<file path="src/assert_macros.svh">
// Assertion macros used by the top module of the slot pool block.
// Every macro samples on the rising edge of clock and is off while reset is high.
`ifndef ASSERT_MACROS_SVH
`define ASSERT_MACROS_SVH

// Check that a condition holds on every clock edge.
`define PSRQ_ASSERT_ALWAYS(label, cond, msg) \
   label: assert property (@(posedge clock) disable iff (reset) (cond)) else $error(msg);

// Check a consequence in the same cycle as its antecedent.
`define PSRQ_ASSERT_IMPLIES(label, ante, cons, msg) \
   label: assert property (@(posedge clock) disable iff (reset) (ante) |-> (cons)) \
      else $error(msg);

// Check a consequence in the cycle after its antecedent.
`define PSRQ_ASSERT_NEXT(label, ante, cons, msg) \
   label: assert property (@(posedge clock) disable iff (reset) (ante) |=> (cons)) \
      else $error(msg);

`endif

</file>
<file path="src/psrq_pkg.sv">
// Shared types and constants of the process slot pool and ready queue.
// Used by every module of the block; depends on nothing.
`default_nettype none

package psrq_pkg;

   // Field widths of the request and response words
   localparam int FUNC_W        = 3;
   localparam int SLOT_W        = 3;
   localparam int STATUS_W      = 2;
   localparam int REQ_TDATA_W   = 8;
   localparam int RSP_TDATA_W   = 8;
   localparam int SLOT_COUNT_DEF = 8;

   // Request functions
   typedef enum logic [FUNC_W-1:0] {
      FUNC_ALLOC   = 3'd0,
      FUNC_RELEASE = 3'd1,
      FUNC_ENQ     = 3'd2,
      FUNC_DEQ     = 3'd3,
      FUNC_UNLINK  = 3'd4
   } func_type;

   // Response status codes
   typedef enum logic [STATUS_W-1:0] {
      STATUS_OK    = 2'd0,
      STATUS_EMPTY = 2'd1,
      STATUS_BAD   = 2'd2
   } status_type;

   // Sequencer states
   typedef enum logic [1:0] {
      STATE_IDLE = 2'b01,
      STATE_EXEC = 2'b10
   } state_type;

   // Flag update command to the slot table
   typedef struct packed {
      logic set_alloc;
      logic clr_alloc;
      logic set_queued;
      logic clr_queued;
   } flag_cmd_type;

endpackage

`default_nettype wire

</file>
<file path="src/process_slot_pool_ready_queue_top.sv">
// Process slot pool with a doubly linked ready FIFO threaded through the slots.
// Each request word (allocate, release, enqueue, dequeue, unlink) gives one response
// word with a slot and a status. On accept the next and prev link memories are read
// into registered read data; the update state then writes links, marks and the
// head and tail pointers. The response sits in an output register; a new request is
// taken while it waits, and the update cycle holds only if that register is still full.
// Depends on psrq_pkg, psrq_flags, psrq_links and assert_macros.svh.
`default_nettype none
`include "assert_macros.svh"

module process_slot_pool_ready_queue_top #(
   parameter int SLOT_COUNT = psrq_pkg::SLOT_COUNT_DEF
) (
   input  wire logic                               clock,
   input  wire logic                               reset,
   input  wire logic                               req_tvalid,
   output logic                                    req_tready,
   // [2:0] func, [5:3] slot, [7:6] zero
   input  wire logic [psrq_pkg::REQ_TDATA_W-1:0]   req_tdata,
   output logic                                    rsp_tvalid,
   input  wire logic                               rsp_tready,
   // [2:0] result_slot, [4:3] status, [7:5] zero
   output logic      [psrq_pkg::RSP_TDATA_W-1:0]   rsp_tdata
);

   localparam int IDX_W  = $clog2(SLOT_COUNT);
   localparam int CNT_W  = $clog2(SLOT_COUNT + 1);
   localparam int WIDE_W = (CNT_W > psrq_pkg::SLOT_W) ? CNT_W : psrq_pkg::SLOT_W;
   localparam int PAD_W  = psrq_pkg::RSP_TDATA_W - psrq_pkg::SLOT_W - psrq_pkg::STATUS_W;

   psrq_pkg::state_type  state_ff, state_in;
   psrq_pkg::func_type   func_ff;
   logic [psrq_pkg::SLOT_W-1:0] slot_ff;
   logic [IDX_W-1:0]     head_ff, head_in;
   logic [IDX_W-1:0]     tail_ff, tail_in;
   logic                 rsp_valid_ff;
   logic [psrq_pkg::SLOT_W-1:0] rsp_slot_ff;
   psrq_pkg::status_type rsp_status_ff;

   psrq_pkg::func_type   req_func;
   logic [psrq_pkg::SLOT_W-1:0] req_slot;
   logic [IDX_W-1:0]     req_idx;
   logic                 req_accept;
   logic                 exec_done;

   logic [WIDE_W-1:0]    slot_wide;
   logic                 slot_ok;
   logic [IDX_W-1:0]     slot_idx;
   logic [IDX_W-1:0]     cur_idx;
   logic                 at_head, at_tail, q_empty, detach;

   psrq_pkg::flag_cmd_type flag_cmd, flag_cmd_go;
   logic [IDX_W-1:0]     flag_idx;
   logic [SLOT_COUNT-1:0] allocated, queued;
   logic                 free_found;
   logic [IDX_W-1:0]     free_idx;

   logic [IDX_W-1:0]     next_raddr, next_rdata, prev_rdata;
   logic                 next_we, prev_we;
   logic [IDX_W-1:0]     next_waddr, next_wdata, prev_waddr, prev_wdata;
   logic [IDX_W-1:0]     res_idx;
   psrq_pkg::status_type res_status;

   // Unpack the request word
   assign req_func   = psrq_pkg::func_type'(req_tdata[psrq_pkg::FUNC_W-1:0]);
   assign req_slot   = req_tdata[psrq_pkg::FUNC_W+psrq_pkg::SLOT_W-1:psrq_pkg::FUNC_W];
   assign req_idx    = IDX_W'(WIDE_W'(req_slot));
   assign req_tready = (state_ff == psrq_pkg::STATE_IDLE);
   assign req_accept = req_tvalid && req_tready;
   assign exec_done  = (state_ff == psrq_pkg::STATE_EXEC) && (!rsp_valid_ff || rsp_tready);

   // Read the next link of the head for a dequeue, else of the operand slot; prev is always of the operand slot
   assign next_raddr = (req_func == psrq_pkg::FUNC_DEQ) ? head_ff : req_idx;

   // Operand slot range check
   assign slot_wide = WIDE_W'(slot_ff);
   assign slot_ok   = slot_wide < WIDE_W'(SLOT_COUNT);
   assign slot_idx  = IDX_W'(slot_wide);
   assign q_empty   = ~|queued;
   assign cur_idx   = (func_ff == psrq_pkg::FUNC_DEQ) ? head_ff : slot_idx;
   assign at_head   = (cur_idx == head_ff);
   assign at_tail   = (cur_idx == tail_ff);

   // Work out the updates and the response of the held request
   always_comb begin
      head_in    = head_ff;
      tail_in    = tail_ff;
      flag_cmd   = '0;
      flag_idx   = cur_idx;
      next_we    = 1'b0;
      next_waddr = prev_rdata;
      next_wdata = next_rdata;
      prev_we    = 1'b0;
      prev_waddr = next_rdata;
      prev_wdata = prev_rdata;
      res_idx    = '0;
      res_status = psrq_pkg::STATUS_BAD;
      detach     = 1'b0;
      case (func_ff)
         psrq_pkg::FUNC_ALLOC: begin
            if (free_found) begin
               flag_idx           = free_idx;
               flag_cmd.set_alloc = 1'b1;
               res_idx            = free_idx;
               res_status         = psrq_pkg::STATUS_OK;
            end else begin
               res_status = psrq_pkg::STATUS_EMPTY;
            end
         end
         psrq_pkg::FUNC_RELEASE: begin
            if (slot_ok && allocated[slot_idx] && !queued[slot_idx]) begin
               flag_cmd.clr_alloc = 1'b1;
               res_idx            = slot_idx;
               res_status         = psrq_pkg::STATUS_OK;
            end
         end
         psrq_pkg::FUNC_ENQ: begin
            if (slot_ok && !queued[slot_idx]) begin
               flag_cmd.set_queued = 1'b1;
               tail_in             = slot_idx;
               res_idx             = slot_idx;
               res_status          = psrq_pkg::STATUS_OK;
               if (q_empty) begin
                  head_in = slot_idx;
               end else begin
                  next_we    = 1'b1;
                  next_waddr = tail_ff;
                  next_wdata = slot_idx;
                  prev_we    = 1'b1;
                  prev_waddr = slot_idx;
                  prev_wdata = tail_ff;
               end
            end
         end
         psrq_pkg::FUNC_DEQ: begin
            if (q_empty) begin
               res_status = psrq_pkg::STATUS_EMPTY;
            end else begin
               detach = 1'b1;
            end
         end
         psrq_pkg::FUNC_UNLINK: begin
            if (slot_ok && queued[slot_idx]) begin
               detach = 1'b1;
            end
         end
         default: begin
         end
      endcase
      // Unlink the current slot; head and tail need no stored link
      if (detach) begin
         flag_cmd.clr_queued = 1'b1;
         res_idx             = cur_idx;
         res_status          = psrq_pkg::STATUS_OK;
         if (at_head) begin
            head_in = next_rdata;
         end else begin
            next_we = 1'b1;
         end
         if (at_tail) begin
            tail_in = prev_rdata;
         end else begin
            prev_we = 1'b1;
         end
      end
   end

   assign flag_cmd_go = exec_done ? flag_cmd : '0;

   // Sequencer: read cycle on accept, update cycle after
   always_comb begin
      state_in = state_ff;
      unique case (state_ff)
         psrq_pkg::STATE_IDLE: begin
            if (req_accept) begin
               state_in = psrq_pkg::STATE_EXEC;
            end
         end
         psrq_pkg::STATE_EXEC: begin
            if (exec_done) begin
               state_in = psrq_pkg::STATE_IDLE;
            end
         end
         default: begin
            state_in = psrq_pkg::STATE_IDLE;
         end
      endcase
   end

   // Control registers
   always_ff @(posedge clock) begin
      if (reset) begin
         state_ff     <= psrq_pkg::STATE_IDLE;
         head_ff      <= '0;
         tail_ff      <= '0;
         rsp_valid_ff <= 1'b0;
      end else begin
         state_ff <= state_in;
         if (exec_done) begin
            head_ff      <= head_in;
            tail_ff      <= tail_in;
            rsp_valid_ff <= 1'b1;
         end else if (rsp_tready) begin
            rsp_valid_ff <= 1'b0;
         end
      end
   end

   // Hold the request and the response payload
   always_ff @(posedge clock) begin
      if (req_accept) begin
         func_ff <= req_func;
         slot_ff <= req_slot;
      end
      if (exec_done) begin
         rsp_slot_ff   <= psrq_pkg::SLOT_W'(res_idx);
         rsp_status_ff <= res_status;
      end
   end

   assign rsp_tvalid = rsp_valid_ff;
   assign rsp_tdata  = {{PAD_W{1'b0}}, rsp_status_ff, rsp_slot_ff};

   psrq_flags #(
      .SLOT_COUNT (SLOT_COUNT)
   ) u_flags (
      .clock      (clock),
      .reset      (reset),
      .cmd        (flag_cmd_go),
      .cmd_idx    (flag_idx),
      .allocated  (allocated),
      .queued     (queued),
      .free_found (free_found),
      .free_idx   (free_idx)
   );

   psrq_links #(
      .SLOT_COUNT (SLOT_COUNT)
   ) u_links (
      .clock      (clock),
      .rd_en      (req_accept),
      .next_raddr (next_raddr),
      .prev_raddr (req_idx),
      .next_rdata (next_rdata),
      .prev_rdata (prev_rdata),
      .next_we    (next_we && exec_done),
      .next_waddr (next_waddr),
      .next_wdata (next_wdata),
      .prev_we    (prev_we && exec_done),
      .prev_waddr (prev_waddr),
      .prev_wdata (prev_wdata)
   );

   // Head and tail point at queued slots whenever the queue holds any
   `PSRQ_ASSERT_IMPLIES(a_ends_queued, !q_empty, queued[head_ff] && queued[tail_ff], "queue end not marked queued")
   // A single queued slot is both head and tail
   `PSRQ_ASSERT_IMPLIES(a_single_entry, $countones(queued) == 1, head_ff == tail_ff, "single entry with head apart from tail")
   // An accepted word is followed by its update cycle, with input closed
   `PSRQ_ASSERT_NEXT(a_accept_exec, req_accept, state_ff == psrq_pkg::STATE_EXEC && !req_tready, "accept without update cycle")
   // A failed request reports slot zero
   `PSRQ_ASSERT_ALWAYS(a_fail_zero, !rsp_valid_ff || rsp_status_ff == psrq_pkg::STATUS_OK || rsp_slot_ff == '0, "non-zero slot on failed request")

endmodule

`default_nettype wire

</file>
<file path="src/psrq_flags.sv">
// Slot table: allocated and queued marks per slot, plus the lowest-free search.
// Depends on psrq_pkg for the flag command struct.
`default_nettype none

module psrq_flags #(
   parameter int SLOT_COUNT = psrq_pkg::SLOT_COUNT_DEF,
   localparam int IDX_W = $clog2(SLOT_COUNT)
) (
   input  wire logic                   clock,
   input  wire logic                   reset,
   input  wire psrq_pkg::flag_cmd_type cmd,
   input  wire logic [IDX_W-1:0]       cmd_idx,
   output logic [SLOT_COUNT-1:0]       allocated,
   output logic [SLOT_COUNT-1:0]       queued,
   output logic                        free_found,
   output logic [IDX_W-1:0]            free_idx
);

   logic [SLOT_COUNT-1:0] alloc_ff;
   logic [SLOT_COUNT-1:0] queued_ff;

   // Apply the marks of the finishing request
   always_ff @(posedge clock) begin
      if (reset) begin
         alloc_ff  <= '0;
         queued_ff <= '0;
      end else begin
         if (cmd.set_alloc) begin
            alloc_ff[cmd_idx] <= 1'b1;
         end
         if (cmd.clr_alloc) begin
            alloc_ff[cmd_idx] <= 1'b0;
         end
         if (cmd.set_queued) begin
            queued_ff[cmd_idx] <= 1'b1;
         end
         if (cmd.clr_queued) begin
            queued_ff[cmd_idx] <= 1'b0;
         end
      end
   end

   // Find the lowest free slot
   always_comb begin
      free_found = 1'b0;
      free_idx   = '0;
      for (int i = SLOT_COUNT - 1; i >= 0; i--) begin
         if (!alloc_ff[i]) begin
            free_found = 1'b1;
            free_idx   = IDX_W'(i);
         end
      end
   end

   assign allocated = alloc_ff;
   assign queued    = queued_ff;

endmodule

`default_nettype wire

</file>
<file path="src/psrq_links.sv">
// Link store: next and prev pointer memories of the ready queue.
// Synchronous write, registered read; depends on psrq_pkg for defaults.
`default_nettype none

module psrq_links #(
   parameter int SLOT_COUNT = psrq_pkg::SLOT_COUNT_DEF,
   localparam int IDX_W = $clog2(SLOT_COUNT)
) (
   input  wire logic             clock,
   input  wire logic             rd_en,
   input  wire logic [IDX_W-1:0] next_raddr,
   input  wire logic [IDX_W-1:0] prev_raddr,
   output logic      [IDX_W-1:0] next_rdata,
   output logic      [IDX_W-1:0] prev_rdata,
   input  wire logic             next_we,
   input  wire logic [IDX_W-1:0] next_waddr,
   input  wire logic [IDX_W-1:0] next_wdata,
   input  wire logic             prev_we,
   input  wire logic [IDX_W-1:0] prev_waddr,
   input  wire logic [IDX_W-1:0] prev_wdata
);

   // Read values of slots off the queue are never used, so no clearing is needed
   logic [IDX_W-1:0] next_link_ff [SLOT_COUNT];
   logic [IDX_W-1:0] prev_link_ff [SLOT_COUNT];
   logic [IDX_W-1:0] next_rdata_ff;
   logic [IDX_W-1:0] prev_rdata_ff;

   // Write the updated links
   always_ff @(posedge clock) begin
      if (next_we) begin
         next_link_ff[next_waddr] <= next_wdata;
      end
      if (prev_we) begin
         prev_link_ff[prev_waddr] <= prev_wdata;
      end
   end

   // Read both links of the addressed slots; hold until the next read
   always_ff @(posedge clock) begin
      if (rd_en) begin
         next_rdata_ff <= next_link_ff[next_raddr];
         prev_rdata_ff <= prev_link_ff[prev_raddr];
      end
   end

   assign next_rdata = next_rdata_ff;
   assign prev_rdata = prev_rdata_ff;

endmodule

`default_nettype wire
</file>
<file path="config.mk">
export PLATFORM = sky130hd
export DESIGN_NAME = process_slot_pool_ready_queue_top
export DESIGN_NICKNAME = d
export VERILOG_FILES = /design/src/psrq_pkg.sv /design/src/process_slot_pool_ready_queue_top.sv /design/src/psrq_flags.sv /design/src/psrq_links.sv
export VERILOG_INCLUDE_DIRS = /design/src /design/src/src
export SDC_FILE = /design/constraint.sdc
export NUM_CORES = 1
export LEC_CHECK = 0
export BUFFER_PORTS_ARGS = -buffer_cell sky130_fd_sc_hd__clkbuf_2
export CAP_MARGIN = 10
export CORE_MARGIN = 2
export CORE_UTILIZATION = 28
export CTS_CLUSTER_SIZE = 28
export DETAILED_ROUTE_END_ITERATION = 10
export GPL_ROUTABILITY_DRIVEN = 0
export PLACE_DENSITY_LB_ADDON = 0.3
export SLEW_MARGIN = 5
export SYNTH_ARGS = -nofsm -noshare
export SYNTH_HDL_FRONTEND = slang
export SYNTH_HIERARCHICAL = 1
export SYNTH_SLANG_ARGS = --single-unit
</file>
<file path="constraint.sdc">
create_clock -name clock -period 5.2 [get_ports clock]
set_input_delay 0.52 -clock clock [delete_from_list [all_inputs] [get_ports clock]]
set_output_delay 0.52 -clock clock [all_outputs]
set_load 0.02 [all_outputs]
</file>
==> run_results.csv <==
group,metric,value,unit
clocking,htreeDepth,3,
timing,maxSlewHeadroom,27.6,%
critical_path,cp_max_fo,16,
critical_path,endpoint_kind,"flip-flop",
logic_synthesis,yosysMostFrequentCell,"edfxtp_1",
global_route,grt_pass1_vias,2860,
floorplan,io_pins,22,
logic_synthesis,yosysWarnings,6,
final_layout,nFillCells,1515,
logic_synthesis,synth-seq-cells,90,
clocking,clockBufferDepth,2,
clocking,ctsResizeCount,0,
final_layout,drive_above_1_share,15.4,%
timing,fin_hold_ws,373,ps
routing,drt_first_pass_iters,5,
run,max_cap_viol_count,0,
logic_synthesis,yosys.area.top_type,"edfxtp_1",
logic_synthesis,synth_area_leaders,"edfxtp_1 45%, dfxtp_1 11%, mux4_1 7.2%",
logic_synthesis,syn_avg_cell_area,12.6,µm²
routing,post_drt_via_cell_ratio,5.02,
routing,drtIter0Drc,238,
floorplan,start_util,28.7,%
pwr,power.static_leakage,0.00161,µW
logic_synthesis,synthCells,348,
timing,timing.final.crit_share,69.2,%
routing,drt_wl_total,9480,µm
logic_synthesis,synth_edf_count,65,
timing,tns,0,ps
clocking,cts_tree,"yes",
timing,max_slew.worst_pin.slew,1090,ps
timing,finalSetupViolCount,0,
logic_synthesis,syn_area,4380,µm²
clocking,clock-root-buffer,"clkbuf_16",
global_route,grt_max_degree,26,
final_layout,multi_input_area,1770,µm²
clocking,clk_pin_slew_worst_paths,60,ps
clocking,clkSinkCount,90,
floorplan,dieArea,16700,µm²
clocking,cts_setup_buffers,0,
global_route,grt_pass1_wl,15500,µm
pwr,power-per-cell-area,308,nW/µm²
pwr,ir_drop,192,µV
routing,vias,2879,
global_route,antenna_found_initial,0,
clocking,cts_hold_buffers,0,
logic_synthesis,async_reset_ff_share,0,%
global_route,grt-ovfl-total,0,
timing,period_needed,3600,ps
floorplan,die_y,129,µm
critical_path,worstSetupPathType,"flip-flop to flip-flop",
critical_path,critPathRequiredTime,5210,ps
place,dp_hpwl,6590,µm
critical_path,critPathLaunchType,"flip-flop",
final_layout,diodes,0,
logic_synthesis,synthFlopType,"edfxtp_1",
logic_synthesis,synth_top_area_share,44.5,%
clocking,numCtsBuffers,9,
floorplan,fp.coreArea,15300,µm²
final_layout,final_nets,371,
logic_synthesis,yosysUniqueCellTypes,53,
timing,fmax,278,MHz
final_layout,syn_to_final_growth,11.7,%
logic_synthesis,synth_common_cells,"65 x edfxtp_1, 32 x nor2_1, 25 x dfxtp_1, 20 x a21oi_1, 18 x nand2_1",
timing,slew_violations,0,
place,io_buffer_count,16,
routing,drt.antenna.violating_nets,0,
timing,hold_viol_final,0,
routing,drc,0,
floorplan,fp.dieW,129,µm
routing,wl_per_cell,16.5,µm
final_layout,seq_area,2450,µm²
critical_path,cp.arrival,3610,ps
logic_synthesis,ys_seq_area_share,55.9,%
timing,rsz0062_at_grt,"false",
status,status,"completed",
floorplan,num_rows,45,
clocking,clk-insertion-delay-late,340,ps
timing,fin_skew,8.79,ps
hold_path,min_path_type,"input pin to flip-flop",
global_route,gr-usage-all-layers,12.1,%
==> final cells by class <==
cell class	count	area share [%]
flip-flops and latches	90	50.1
multi-input cells	227	36.1
well taps	211	5.39
clock buffers	9	4.60
repair buffers	18	1.94
inverters	13	0.996
clock inverters	6	0.869
==> layout by cell type, fill, tap and decap left out, types with 11 or more instances in the layout <==
master / count
a211oi_1: 14
edfxtp_1: 65
dfxtp_1: 25
nor2_1: 32
mux2_2: 13
inv_1: 12
clkbuf_2: 16
mux4_1: 12
nand2_1: 18
a31oi_1: 11
a21oi_1: 20
==> cells by family (layout without fill, tap and decap cells) <==
logic type | after synthesis | after routing | share of synthesized area, %
AOI/OAI and AO/OA | 77 | 77 | 12.6
xor gates and xnor gates | 6 | 6 | 1.20
buffers and inverters | 33 | 46 | 3.88
DFF | 90 | 90 | 55.9
muxes | 34 | 34 | 13.0
other | 1 | 3 | 0.0855
and+or+nand+nor | 107 | 107 | 13.3
==> power by group <==
group          internal, µW  switching, µW
registers               783           14.8
clock network           324            270
logic                  45.3           73.1
==> worst max-delay path: stages (launching register included) <==
cell	delay, ps
edfxtp_1	760
mux2_1	400
a2bb2oi_2	160
nand2_1	220
nand3_1	340
o21ai_1	950
nand2b_1	160
nor2_1	280
==> sequential cells by signal, summed over array words and instances, names as in the netlist <==
register and cells:
func_ff 3, head_ff 3, rsp_slot_ff 3, rsp_status_ff 2
rsp_tvalid 1, slot_ff 3, state_ff 2, tail_ff 3
u_flags/allocated 8, u_flags/queued 8, u_links/next_link_ff 24, u_links/next_rdata 3
u_links/prev_link_ff 24, u_links/prev_rdata 3
==> metrics by stage <==
step / util [%] / total power [µW] / instances / area [µm²] / setup WS (ps)
floorplan: - / 900 / 350 / 4390 / 2460
finish: 32.1 / 1510 / 574 / 4900 / 1600
global placement: 30.3 / 929 / 559 / 4630 / 1760
CTS: 32.1 / 1530 / 574 / 4900 / 1650
global route: 32.1 / 1570 / 574 / 4900 / 1220
detailed placement: 30.3 / 931 / 559 / 4630 / 1670
==> per-layer routing <==
metal	track usage [%]	part of all wire (%)	vias up
met5	0	0	-
met1	16.1	47	1433
li1	-	-	1372
met4	3.84	1.6	0
met3	2.89	4.1	9
met2	19.4	47	65
==> worst paths after layout <==
kind	start	endpoint	slack, ps	cells after the start
worst min-delay path	req_tdata[2]	func_ff[2]	370	1
worst min register to register	state_ff[1]	rsp_tvalid	480	2
worst max-delay path	slot_ff[1]	u_links/prev_link_ff[6][0]	1600	7
worst max register to register	slot_ff[1]	u_links/prev_link_ff[6][0]	1600	7
Power figures use the tool's default switching activity.
